--- config.mk ---
export PLATFORM = sky130hd
export DESIGN_NAME = drive_safety_interlock
export DESIGN_NICKNAME = d
export VERILOG_FILES = /design/src/hdl/dsi_pkg.sv /design/src/hdl/drive_safety_interlock.sv
export SDC_FILE = /design/constraint.sdc
export NUM_CORES = 1
export LEC_CHECK = 0
export ABC_AREA = 1
export BUFFER_PORTS_ARGS = -buffer_cell sky130_fd_sc_hd__clkbuf_2
export CORE_AREA = 2 2 178 180
export CTS_CLUSTER_DIAMETER = 40
export DETAILED_ROUTE_END_ITERATION = 7
export DIE_AREA = 0 0 180 182
export GPL_TIMING_DRIVEN = 0
export PLACE_DENSITY = 0.66
export SLEW_MARGIN = 10
export SYNTH_ARGS = -nofsm -noshare
export SYNTH_HDL_FRONTEND = slang
export SYNTH_SLANG_ARGS = --single-unit
--- constraint.sdc ---
create_clock -name clk -period 10.9 [get_ports clk]
set_input_delay 1.09 -clock clk [delete_from_list [all_inputs] [get_ports clk]]
set_output_delay 1.09 -clock clk [all_outputs]
set_load 0.05 [all_outputs]
--- src/hdl/dsi_pkg.sv ---
`timescale 1ns / 1ps
// ----------------------------------------------------------------------------
// dsi_pkg
// Codes and helpers for the two-axis drive safety interlock.
// ----------------------------------------------------------------------------
package dsi_pkg;

  localparam int GenWidth = 32;
  localparam int CmdWidth = 32;

  typedef enum logic [2:0] {
    ST_NORMAL   = 3'd0,
    ST_SHUTDOWN = 3'd1,
    ST_STARTUP  = 3'd2,
    ST_ESTOP    = 3'd3,
    ST_BUS      = 3'd4,
    ST_FAULT    = 3'd5,
    ST_ZERO     = 3'd6
  } safety_t;

  typedef enum logic [2:0] {
    ACT_DISABLE_V = 3'd0,
    ACT_HOLD      = 3'd1,
    ACT_QSTOP     = 3'd2,
    ACT_FRESET    = 3'd3,
    ACT_SHUTDOWN  = 3'd4,
    ACT_SWITCH_ON = 3'd5,
    ACT_ENABLE_OP = 3'd6,
    ACT_TARGET    = 3'd7
  } action_t;

  typedef enum logic [2:0] {
    AX_DISABLED = 3'd0,
    AX_READY    = 3'd1,
    AX_SWON     = 3'd2,
    AX_ENABLED  = 3'd3,
    AX_FAULT    = 3'd4
  } axis_t;

  // both axes report the same named state
  function automatic logic axes_are(input logic [5:0] axes, input axis_t code);
    return (axes[2:0] == code) && (axes[5:3] == code);
  endfunction

endpackage

--- src/hdl/drive_safety_interlock.sv ---
`timescale 1ns / 1ps
// ----------------------------------------------------------------------------
// drive_safety_interlock
// Fail-closed two-axis drive interlock: one safety decision per snapshot word.
// ----------------------------------------------------------------------------
//  channel | handshake          | payload
//  input   | in_valid/in_ready  | snapshot flags, axis states, command, generations
//  output  | out_valid/out_ready| safety state, action, target, authorization, count
//
//  one word per cycle sustained while the output is not stalled; each accepted word
//  goes through the input register, then decision logic into the result register.
//  the priority chain and both 32-bit generation compares sit in that one logic stage.
//  rst clears valids, counter and generations and sets the re-arm flag.
//  a stalled output holds the result register; the input register still fills
//  once, so one new word is taken while a result waits.
module drive_safety_interlock (
  input  logic        clk,
  input  logic        rst,
  input  logic        in_valid,
  output logic        in_ready,
  input  logic        shutdown_request,
  input  logic        snapshot_coherent,
  input  logic [1:0]  estop_status,
  input  logic [1:0]  bus_status,
  input  logic [4:0]  link_health,
  input  logic        fault_active,
  input  logic [5:0]  axis_states,
  input  logic [1:0]  reset_request,
  input  logic [1:0]  selection,
  input  logic [31:0] command_target,
  input  logic [31:0] reset_generation,
  input  logic [31:0] auth_generation,
  output logic        out_valid,
  input  logic        out_ready,
  output logic [2:0]  safety_state,
  output logic [2:0]  drive_action,
  output logic [31:0] passed_target,
  output logic [31:0] granted_authorization,
  output logic [31:0] decision_count,
  output logic        motion_granted,
  output logic        reset_eligible
);

  // input register
  logic        s1_valid;
  logic        s1_shutdown;
  logic        s1_coherent;
  logic [1:0]  s1_estop;
  logic [1:0]  s1_bus;
  logic [4:0]  s1_links;
  logic        s1_dfault;
  logic [5:0]  s1_axes;
  logic [1:0]  s1_rreq;
  logic [1:0]  s1_sel;
  logic [dsi_pkg::CmdWidth-1:0] s1_cmd;
  logic [dsi_pkg::GenWidth-1:0] s1_rgen;
  logic [dsi_pkg::GenWidth-1:0] s1_agen;

  // decision state
  logic [31:0] decision_counter;
  logic        rearm_needed;
  logic [dsi_pkg::GenWidth-1:0] last_reset_gen;
  logic [dsi_pkg::GenWidth-1:0] last_auth_gen;

  logic        rearm_needed_next;
  logic [dsi_pkg::GenWidth-1:0] last_reset_gen_next;
  logic [dsi_pkg::GenWidth-1:0] last_auth_gen_next;

  dsi_pkg::safety_t st_d;
  dsi_pkg::action_t act_d;
  logic [dsi_pkg::CmdWidth-1:0] tgt_d;
  logic [dsi_pkg::GenWidth-1:0] auth_d;
  logic        motion_d;
  logic        elig_d;

  logic advance;
  logic bus_ok;
  logic links_ok;
  logic fresh_auth;
  logic newer_reset;
  logic cmd_zero;

  assign advance  = s1_valid && (!out_valid || out_ready);
  assign in_ready = !s1_valid || advance;

  always_ff @(posedge clk) begin
    if (rst) begin
      s1_valid <= 1'b0;
    end else if (in_ready) begin
      s1_valid <= in_valid;
    end
    if (in_valid && in_ready) begin
      s1_shutdown <= shutdown_request;
      s1_coherent <= snapshot_coherent;
      s1_estop    <= estop_status;
      s1_bus      <= bus_status;
      s1_links    <= link_health;
      s1_dfault   <= fault_active;
      s1_axes     <= axis_states;
      s1_rreq     <= reset_request;
      s1_sel      <= selection;
      s1_cmd      <= command_target;
      s1_rgen     <= reset_generation;
      s1_agen     <= auth_generation;
    end
  end

  assign bus_ok      = s1_bus[0] && !s1_bus[1];
  assign links_ok    = &s1_links;
  assign fresh_auth  = s1_agen > last_auth_gen;
  assign newer_reset = s1_rgen > last_reset_gen;
  assign cmd_zero    = (s1_cmd == '0);

  // strict priority chain
  always_comb begin
    st_d                = dsi_pkg::ST_ZERO;
    act_d               = dsi_pkg::ACT_QSTOP;
    tgt_d               = '0;
    auth_d              = '0;
    motion_d            = 1'b0;
    elig_d              = 1'b0;
    rearm_needed_next   = 1'b1;
    last_reset_gen_next = last_reset_gen;
    last_auth_gen_next  = last_auth_gen;
    if (s1_shutdown) begin
      st_d  = dsi_pkg::ST_SHUTDOWN;
      act_d = dsi_pkg::ACT_DISABLE_V;
    end else if (!s1_coherent) begin
      st_d  = dsi_pkg::ST_STARTUP;
      act_d = dsi_pkg::ACT_HOLD;
    end else if (!s1_estop[0] || s1_estop[1]) begin
      st_d  = dsi_pkg::ST_ESTOP;
      act_d = dsi_pkg::ACT_DISABLE_V;
    end else if (!(bus_ok && links_ok)) begin
      st_d  = dsi_pkg::ST_BUS;
      act_d = bus_ok ? dsi_pkg::ACT_QSTOP : dsi_pkg::ACT_HOLD;
    end else if (s1_dfault || dsi_pkg::axes_are(s1_axes, dsi_pkg::AX_FAULT)) begin
      st_d = dsi_pkg::ST_FAULT;
      if (s1_rreq[0] && s1_rreq[1] && cmd_zero && s1_sel[0] && newer_reset &&
          dsi_pkg::axes_are(s1_axes, dsi_pkg::AX_FAULT)) begin
        act_d               = dsi_pkg::ACT_FRESET;
        auth_d              = s1_agen;
        elig_d              = 1'b1;
        last_reset_gen_next = s1_rgen;
      end
    end else if (!s1_sel[0] || !s1_sel[1]) begin
      st_d = dsi_pkg::ST_ZERO;
    end else if (rearm_needed && !fresh_auth) begin
      rearm_needed_next = rearm_needed;
    end else if (dsi_pkg::axes_are(s1_axes, dsi_pkg::AX_DISABLED)) begin
      act_d             = dsi_pkg::ACT_SHUTDOWN;
      rearm_needed_next = rearm_needed;
    end else if (dsi_pkg::axes_are(s1_axes, dsi_pkg::AX_READY)) begin
      act_d             = dsi_pkg::ACT_SWITCH_ON;
      rearm_needed_next = rearm_needed;
    end else if (dsi_pkg::axes_are(s1_axes, dsi_pkg::AX_SWON)) begin
      act_d             = dsi_pkg::ACT_ENABLE_OP;
      rearm_needed_next = rearm_needed;
    end else if (dsi_pkg::axes_are(s1_axes, dsi_pkg::AX_ENABLED)) begin
      st_d              = dsi_pkg::ST_NORMAL;
      act_d             = cmd_zero ? dsi_pkg::ACT_ENABLE_OP : dsi_pkg::ACT_TARGET;
      tgt_d             = s1_cmd;
      auth_d            = s1_agen;
      motion_d          = !cmd_zero;
      rearm_needed_next = 1'b0;
      if (fresh_auth) begin
        last_auth_gen_next = s1_agen;
      end
    end
  end

  // state and result register
  always_ff @(posedge clk) begin
    if (rst) begin
      out_valid        <= 1'b0;
      decision_counter <= '0;
      rearm_needed     <= 1'b1;
      last_reset_gen   <= '0;
      last_auth_gen    <= '0;
    end else begin
      if (advance) begin
        out_valid        <= 1'b1;
        decision_counter <= decision_counter + 32'd1;
        rearm_needed     <= rearm_needed_next;
        last_reset_gen   <= last_reset_gen_next;
        last_auth_gen    <= last_auth_gen_next;
      end else if (out_ready) begin
        out_valid <= 1'b0;
      end
    end
    if (advance) begin
      safety_state          <= st_d;
      drive_action          <= act_d;
      passed_target         <= tgt_d;
      granted_authorization <= auth_d;
      decision_count        <= decision_counter + 32'd1;
      motion_granted        <= motion_d;
      reset_eligible        <= elig_d;
    end
  end

  a_motion_only_normal: assert property (@(posedge clk) disable iff (rst)
    out_valid && (motion_granted || passed_target != '0) |->
      safety_state == dsi_pkg::ST_NORMAL)
    else $error("motion granted outside normal state");

  a_reset_grant_action: assert property (@(posedge clk) disable iff (rst)
    out_valid && reset_eligible |->
      drive_action == dsi_pkg::ACT_FRESET && safety_state == dsi_pkg::ST_FAULT)
    else $error("reset grant without fault reset action");

  a_normal_clears_rearm: assert property (@(posedge clk) disable iff (rst)
    advance && st_d == dsi_pkg::ST_NORMAL |=> !rearm_needed)
    else $error("re-arm flag not cleared after normal decision");

  a_counter_step: assert property (@(posedge clk) disable iff (rst)
    advance |=> decision_counter == $past(decision_counter) + 32'd1
      && decision_count == decision_counter)
    else $error("decision counter out of step");

  a_reset_gen_monotonic: assert property (@(posedge clk) disable iff (rst)
    advance && last_reset_gen_next != last_reset_gen |-> elig_d)
    else $error("reset generation moved without a grant");

endmodule

Word-level counts from Yosys, hierarchy flattened
Index checks and enable logic that the tools add are counted.

word-level totals
  flip-flop bits (word level) = 321
  input port bits = 122
  output and inout bits = 106
  logic and storage cells = 138

operators by class
  add/subtract/negate cells = 1
  $lt $le $gt $ge = 2
  equal/unequal tests = 12
  multiplexer cells = 45
  bitwise logic cells = 11
  reduce and logical (&&, ||, !) cells = 40

operators by type and width
  operator                                              count
  2-to-1 mux 32 bit                                     8
  greater-than comparator 32 bit                        2
  2-to-1 mux 3 bit                                      16
  adder 32 x 1 -> 32 bit (second input constant)        1
  zero test 32 bit                                      1
  != test 7 bit (second input constant)                 4
  2-to-1 mux 1 bit                                      18
  logical AND 1 bit                                     15
  AND reduction 13 bit                                  1
  equality test 3 x 2 -> 1 bit (second input constant)  4
  inverter 1 bit                                        11
  OR reduction 11 bit                                   1
  AND reduction 5 bit                                   2
  zero test 1 bit                                       8
  AND reduction 7 bit                                   1
  equality test 3 x 1 -> 1 bit (second input constant)  2
  equality test 3 bit (second input constant)           2
  zero test 3 bit                                       2
  2-to-1 mux 2 bit                                      3
  logical OR 1 bit                                      5
  OR reduction 5 bit                                    1
  OR reduction 4 bit                                    1
  OR reduction 3 bit                                    1
  nonzero test 2 bit                                    1

Depth between registers and ports, before layout
Gate-level depths: netlist (run 1).

  depth in word-level cells = 13
  mapped depth = 20
  mapped depth without buffers = 20

Worst setup path after synthesis (run 1)
No wires, ideal clock.

  kind = input to register
  start point = in out_ready
  end point = reg decision_count[0] (enable)
  setup time = 0.510 ns
  arrival time = 4.458 ns
  required time = 10.390 ns
  slack = 5.932 ns
  stages = 5
  path buffers = 1
  path through = inv_1 > nand2_1 > nand2_1 > inv_1 > clkbuf_1

on the way
  cells in the longest elaborated chain, start to end = 2

RTL lines
  what                  line                           source
  from (decl)           drive_safety_interlock.sv:34   input logic out_ready,
  logical OR 1 bit      drive_safety_interlock.sv:83   assign advance = s1_valid && (!out_valid || out_ready);
  logical AND 1 bit     drive_safety_interlock.sv:83
  named net advance     drive_safety_interlock.sv:76   logic advance;
  to (signal assigned)  drive_safety_interlock.sv:196  decision_count <= decision_counter + 32'd1;
  to (decl)             drive_safety_interlock.sv:39   output logic [31:0] decision_count,

The timed path passes the listed nets, and every way through them passes these cells.
A chain may end at the register's enable or synchronous reset.

Worst setup path in the final report (run 1)
  start point = reg s1_agen[19] in the netlist's numbering
  end point = reg granted_authorization[27] (data pin)

on the way
  cells in the longest elaborated chain, start to end = 6

RTL lines
  what                            line                           source
  from (decl)                     drive_safety_interlock.sv:57   logic [dsi_pkg::GenWidth-1:0] s1_agen;
  from (signal assigned)          drive_safety_interlock.sv:104  s1_agen <= auth_generation;
  greater-than comparator 32 bit  drive_safety_interlock.sv:110  assign fresh_auth = s1_agen > last_auth_gen;
  zero test 1 bit                 drive_safety_interlock.sv:148  end else if (rearm_needed && !fresh_auth) begin
  logical AND 1 bit               drive_safety_interlock.sv:148
  2-to-1 mux 32 bit               drive_safety_interlock.sv:148
  2-to-1 mux 32 bit               drive_safety_interlock.sv:146  end else if (!s1_sel[0] || !s1_sel[1]) begin
  2-to-1 mux 32 bit               drive_safety_interlock.sv:137  end else if (s1_dfault || dsi_pkg::axes_are(s1_axes, dsi_pkg::AX_FAULT)) begin
  to (signal assigned)            drive_safety_interlock.sv:195  granted_authorization <= auth_d;
  to (decl)                       drive_safety_interlock.sv:38   output logic [31:0] granted_authorization,

No other way between the ends.

==> impl_metrics.csv, run 1 <==
group,metric,value,unit
setup_path,slowest_delay,400,ps
die,rows,65,
setup_path,crit_top_cell,"nand2_1",
placed_design,finalWeightedCongestion,0.868,
clocking,worstSkewPairLatency,530,ps
synthesis,post-synth-top-count-cell,"nor2_1",
synthesis,synth_commonest_cells,"247 x nor2_1, 222 x edfxtp_1, 206 x inv_1",
setup_path,path_max_fanout,10,
synthesis,synth_edf_count,222,
setup_path,cp_num_buf_inv,3,
clocking,numCtsBuffers,45,
die,die_area,0.0328,mm^2
global_route,grt_max_degree,66,
die,initial_core_util,44.5,%
cells_and_area,fill_cells,2691,
pwr,p_sw,750,uW
drt,wl_per_cell,14.8,um
synthesis,synth_top_flop_cell,"edfxtp_1",
timing,drv_slew,0,
synthesis,syn-instance-count,1344,
setup_path,cp_top_family,"simple AND/OR/NAND/NOR gates",
clocking,clock_path_buffers,3,
setup_path,reg2reg_depth,16,
synthesis,syn_nets,1531,
setup_path,cp.depth,16,
clocking,clkTransAtPathRegs,50,ps
setup_path,cpMaxStageDelayCell,"edfxtp_1",
timing,finClkSkew,16.7,ps
synthesis,synth_top_area_share,48.4,%
drt,wl,30600,um
global_route,antenna_found_initial,2,
cells_and_area,seq_area,0.00865,mm^2
setup_path,rr_startpoint,"s1_agen[19]",
cells_and_area,areaGrowthSynthToFinish,23.7,%
clocking,htree_levels,2,
synthesis,avgSynthCellArea,10.3,um^2
timing,relSlewSlack,54.2,%
setup_path,path_cells,"ha_1 > nand2_1 > inv_1 > nand2_1 > nand2_1 > nand2_1 > nand3_1 > a21oi_1 > nand2_1 > nand2_2 > nand2_2 > nand3_1 > nand2_1 > inv_1 > buf_2 > nor3_1",
synthesis,yosysWarnings,0,
die,die_h,182,um
min_path,holdCritPathClass,"flip-flop to flip-flop",
clocking,ctsHoldBuffers,0,
clocking,cts_tree,"done",
setup_path,cp-endpoint,"granted_authorization[27]",
die,core_area,0.0310,mm^2
placed_design,dpl.hpwl,22500,um
drt,drtAntennaViolNets,0,
global_route,gr-total-overflow,0,
drt,first_iter_violations,588,
cells_and_area,utilization,55.0,%
drt,via_per_inst,4.81,
timing,tightest_slew,681,ps
cells_and_area,multi_input_area,0.00412,mm^2
run_status,status,"completed",
pwr,p_per_area,182,mW/mm^2
setup_path,r2r-end,"granted_authorization[27]",
synthesis,synth_cell_type_count,37,
setup_path,r2r_slack,8180,ps
setup_path,worstSetupEndpointType,"flip-flop",
cells_and_area,diodes,0,
synthesis,synth_area_leaders,"edfxtp_1 48%, dfxtp_1 14%, nor2_1 6.7%",
setup_path,critical_path_arrival,2980,ps
setup_path,startpoint,"s1_agen[19]",
synthesis,async_reset_ff_share,0,%
clocking,clock-sinks,321,
cells_and_area,drive_gt1_share,21.5,%
timing,hold_slack,477,ps
run,cap_viol_max_count,0,
timing,finalSetupViolCount,0,
pwr,clockPowerShare,47.3,%
pwr,peakVddDrop,0.118,mV
setup_path,crit_required,11150,ps
timing,final.setup.tns,0,ps
drt,firstDrtPassIters,4,
synthesis,synth_area_leader_cell,"edfxtp_1",
die,io_pins,228,
global_route,grt_pass1_wl,49300,um
pwr,sequentialPowerShare,45.0,%
pwr,switching_share,24.2,%
synthesis,synth.yosys.seq_area_share,62.8,%
pwr,p_comb_share,7.7,%
setup_path,critical_path_class,"flip-flop to flip-flop",
timing,rsz0062_at_grt,"false",
cells_and_area,fin_nets,1808,
pwr,p_leak,0.00725,uW
clocking,postCtsSetupBuffers,0,
drt,drc,0,
pwr,total_power,3100,uW
pwr,internal-power,2350,uW
setup_path,start_kind,"flip-flop",
die,fp.dieW,180,um
global_route,grt_pass1_vias,9806,
timing,period_needed,2720,ps
drt,vias,9914,
clocking,root_buffer,"clkbuf_16",
synthesis,syn-cell-area,0.0138,mm^2
timing,post-route-period-util,25.0,%
placed_design,io_buffer_count,227,
global_route,track_usage,18.8,%
timing,hold_viol,0,
timing,fmaxAchievable,367,MHz
synthesis,synth_seq_cells,321,
clocking,cts_resized,0,
[area by class of cell]
| class | instances | area share (%) |
|---|---|---|
| sequential | 321 | 50.7 |
| multi-input combinational | 766 | 24.2 |
| clock buffer | 57 | 7.30 |
| timing repair buffer | 230 | 7.10 |
| inverter | 213 | 4.72 |
| tap | 402 | 2.95 |
| clock inverter | 27 | 1.78 |
| buffer | 44 | 1.24 |
[state kept, by name, indices dropped and copies added, names as in the netlist, 5 cells and up]
signal	cells
passed_target	32
decision_count	32
s1_agen	32
s1_cmd	32
decision_counter	32
granted_authorization	32
s1_links	5
last_auth_gen	32
s1_rgen	32
last_reset_gen	32
s1_axes	6
[cell families after synthesis]
family                     synth area share, %
AOI/OAI and AO/OA                         4.76
xor gates and xnor gates                  1.96
adders and majority gates                 5.90
buffers and inverters                     7.31
DFF                                       62.8
and+or+nand+nor                           17.3
[worst min path at each step]
stage / slack, ps / start / end / depth (start not counted)
2_1_floorplan: 450 / last_auth_gen[10] / last_auth_gen[10] / 2
3_3_place_gp: 460 / last_auth_gen[8] / last_auth_gen[8] / 2
3_5_place_dp: 470 / last_auth_gen[24] / last_auth_gen[24] / 2
4_1_cts: 480 / last_auth_gen[24] / last_auth_gen[24] / 2
5_1_grt: 500 / last_auth_gen[19] / last_auth_gen[19] / 2
6_report: 480 / last_auth_gen[24] / last_auth_gen[24] / 2
[per-stage QoR]
step | setup slack [ps] | instance area [um^2] | std cells
final | 8180 | 17000 | 2060
after detailed placement | 7930 | 15500 | 1976
after floorplan | 5930 | 13800 | 1344
after global routing | 7940 | 17000 | 2060
after CTS | 8190 | 17000 | 2060
after global placement | 4240 | 15400 | 1973
[power groups by stage]
stage / sequential, uW / clock (uW) / combinational, uW
5_1_grt: 1400 / 1550 / 261
3_5_place_dp: 1420 / 0 / 239
6_report: 1390 / 1460 / 238
3_3_place_gp: 1420 / 0 / 232
4_1_cts: 1390 / 1500 / 241
2_1_floorplan: 1490 / 0 / 87.9
[placed cells by master (no fill, tap or decap), drive strengths merged, types with 2 or more instances in the layout]
master / n
xnor2: 3
clkinvlp: 4
bufinv: 4
clkinv: 13
a21oi: 50
o21ai: 72
clkbuf: 306
dfxtp: 99
nand4: 52
nor3: 50
inv: 219
a211oi: 2
nor2: 256
ha: 65
xor2: 27
nor4: 4
and3: 2
edfxtp: 222
nand2: 150
nand3: 27
buf: 25
[worst register-to-register path, cell delays in order (launching register included)]
cell and delay [ps]:
edfxtp_1 400, ha_1 320, nand2_1 70, inv_1 50
nand2_1 70, nand2_1 50, nand2_1 50, nand3_1 110
a21oi_1 230, nand2_1 100, nand2_2 110, nand2_2 120
nand3_1 130, nand2_1 60, inv_1 180, buf_2 290
nor3_1 100
[routing by layer]
layer / wire length (um) / up-vias / GRT usage (%) / share of wire (%)
li1: - / 5037 / - / -
met5: 29 / - / 0 / 0.095
met3: 1800 / 69 / 3.83 / 5.9
met2: 14700 / 270 / 31.9 / 48
met4: 914 / 4 / 6.73 / 3.0
met1: 13100 / 4534 / 24.0 / 43
(Power assumes the default switching activity.)
==> run 2, diff against run 1 <==
- PLACE_DENSITY: 0.66 -> 0.68
- clock period: 10.9 -> 2.3 ns (I/O delays scaled with it)
==> run 2 against run 1 <==
The flow now finishes with violations (negative setup slack). Largest cell class unchanged. Highest routed layer is now met4. Via count rose by 12%. Combinational power rose to 6.0 times the previous value. Utilization rose by 9.3 points. First-iteration DRC count rose by 29%. Worst setup slack got worse by 8300 ps. Critical path depth fell by 3.
==> impl_metrics.csv, run 2 (synthesis results as in run 1) <==
group,metric,value,unit
run_status,status,"finished with violations",
run_status,violations,"negative setup slack",
cells_and_area,stdcell_area,0.0199,mm^2
cells_and_area,mostFrequentLayoutCells,"231 x clkbuf_2, 222 x edfxtp_1, 201 x inv_1, 200 x nor2_1, 127 x nand2_1",
drt,drtAntennaViolNets,0,
pwr,peakVddDrop,0.506,mV
setup_path,reg2reg_depth,13,
timing,drv_slew,0,
cells_and_area,layout.cells.non_filler,2228,
setup_path,rr_startpoint,"s1_rgen[29]",
drt,via_per_inst,4.98,
timing,final.setup.tns,-8900,ps
global_route,grt_pass1_wl,55200,um
setup_path,critical_path_arrival,2730,ps
timing,period_needed,2460,ps
timing,fmaxAchievable,407,MHz
placed_design,io_buffer_count,227,
timing,rsz0062_at_grt,"true",
drt,wl_per_cell,16.6,um
clocking,clock-sinks,321,
drt,vias,11100,
pwr,p_leak,0.00840,uW
cells_and_area,fin_nets,1974,
timing,hold_slack,41.8,ps
pwr,clockPowerShare,47.4,%
timing,relSlewSlack,53.8,%
cells_and_area,multi_input_area,0.00498,mm^2
setup_path,path_cells,"ha_4 > a21oi_1 > o21ai_0 > a21oi_1 > a21boi_2 > nand2_4 > nand2_4 > buf_12 > nand2_4 > clkinv_4 > buf_12 > clkbuf_16 > nor3_2",
clocking,numCtsBuffers,45,
min_path,min_from,"rst",
placed_design,dp_cells,1977,
min_path,hold_path_depth,4,
pwr,internal-power,11500,uW
pwr,sequentialPowerShare,43.2,%
setup_path,cp_top_family,"compound AO/OA/AOI/OAI gates",
setup_path,cpMaxStageDelayCell,"edfxtp_1",
cells_and_area,utilization,64.3,%
timing,hold_viol,0,
setup_path,r2r_slack,-160,ps
timing,finalSetupViolCount,92,
setup_path,start_kind,"flip-flop",
pwr,switching_share,25.1,%
global_route,track_usage,21.0,%
setup_path,cp_num_buf_inv,4,
setup_path,cp.depth,13,
placed_design,dpl.hpwl,22400,um
cells_and_area,drive_gt1_share,30.0,%
clocking,clock_path_buffers,3,
clocking,clkTransAtPathRegs,60,ps
global_route,gr-total-overflow,0,
drt,first_iter_violations,758,
run,cap_viol_max_count,0,
die,die_h,182,um
cells_and_area,fill_cells,2227,
die,core_area,0.0310,mm^2
setup_path,startpoint,"s1_rgen[29]",
timing,setup_ws,-157,ps
setup_path,slowest_delay,460,ps
setup_path,path_max_fanout,6,
timing,tightest_slew,692,ps
pwr,p_sw,3850,uW
drt,drc,0,
setup_path,crit_top_cell,"nand2_4",
die,initial_core_util,44.5,%
global_route,antenna_found_initial,2,
die,fp.dieW,180,um
global_route,grt_max_degree,79,
die,die_area,0.0328,mm^2
setup_path,r2r-end,"granted_authorization[12]",
cells_and_area,areaGrowthSynthToFinish,44.7,%
global_route,grt_pass1_vias,11000,
placed_design,post_dp_cell_area,0.0155,mm^2
setup_path,worstSetupEndpointType,"flip-flop",
pwr,p_comb_share,9.4,%
cells_and_area,seq_area,0.00865,mm^2
drt,wl,36900,um
timing,finClkSkew,16.6,ps
timing,post-route-period-util,107,%
setup_path,crit_required,2570,ps
setup_path,critical_path_class,"flip-flop to flip-flop",
clocking,worstSkewPairLatency,550,ps
clocking,htree_levels,2,
min_path,holdCritPathClass,"input pin to flip-flop",
clocking,cts_tree,"done",
die,io_pins,228,
cells_and_area,final_common_cell,"clkbuf_2",
clocking,root_buffer,"clkbuf_16",
die,rows,65,
placed_design,finalWeightedCongestion,0.908,
pwr,p_per_area,768,mW/mm^2
setup_path,cp-endpoint,"granted_authorization[12]",
drt,firstDrtPassIters,5,
## run 2: how the worst min path moves through the flow
stage	end	slack, ps
2_1_floorplan	s1_agen[0]	330
3_3_place_gp	s1_estop[0]	410
3_5_place_dp	s1_rgen[26]	410
4_1_cts	decision_counter[7]	20
5_1_grt	decision_counter[7]	100
6_report	decision_counter[7]	40
## run 2: final cells by class
type / instances / share of cell area [%]
antenna: 2 / 0.0251
buffer: 44 / 1.91
clock buffer: 47 / 5.74
clock inverter: 37 / 2.27
inverter: 213 / 4.19
multi-input combinational: 766 / 25.0
sequential: 321 / 43.4
tap: 402 / 2.52
timing repair buffer: 396 / 15.0
## run 2: tightest hold or removal path, stage by stage
cell and delay [ps]:
clkbuf_2 150, a21oi_1 50, o21ai_0 70, inv_1 40
## run 2: power by group through the flow
| stage | sequential (uW) | combinational [uW] | clock, uW |
|---|---|---|---|
| 5_1_grt | 6650 | 1550 | 7590 |
| 6_report | 6620 | 1430 | 7260 |
| 4_1_cts | 6610 | 1330 | 7320 |
| 3_5_place_dp | 6720 | 1140 | 0 |
| 2_1_floorplan | 7040 | 418 | 0 |
| 3_3_place_gp | 6730 | 1100 | 0 |
## run 2: routing by layer
layer / vias to the layer above / GRT usage, % / routed length (um) / share of wire [%]
li1: 5348 / - / - / -
met1: 5266 / 25.8 / 14600 / 39
met2: 389 / 36.6 / 18800 / 51
met3: 97 / 4.15 / 2310 / 6.3
met4: 0 / 8.49 / 1300 / 3.5
met5: - / 0 / 0 / 0
## run 2: metrics by stage
stage,worst slack [ps],power [uW]
floorplan,-606,7460
global placement,-1300,7830
detailed placement,-351,7860
CTS,-108,15300
global route,-264,15800
finish,-157,15300
## run 2: timing repair
| action | CTS | global route |
|---|---|---|
| setup endpoints to repair | 126 | 139 |
| gates cloned | 3 | 8 |
| pin swaps | 21 | 41 |
| buffers inserted | 10 | 24 |
| endpoints found under the hold margin | 120 | 0 |
| gates resized for setup | 92 | 182 |
| hold buffers | 120 | 0 |
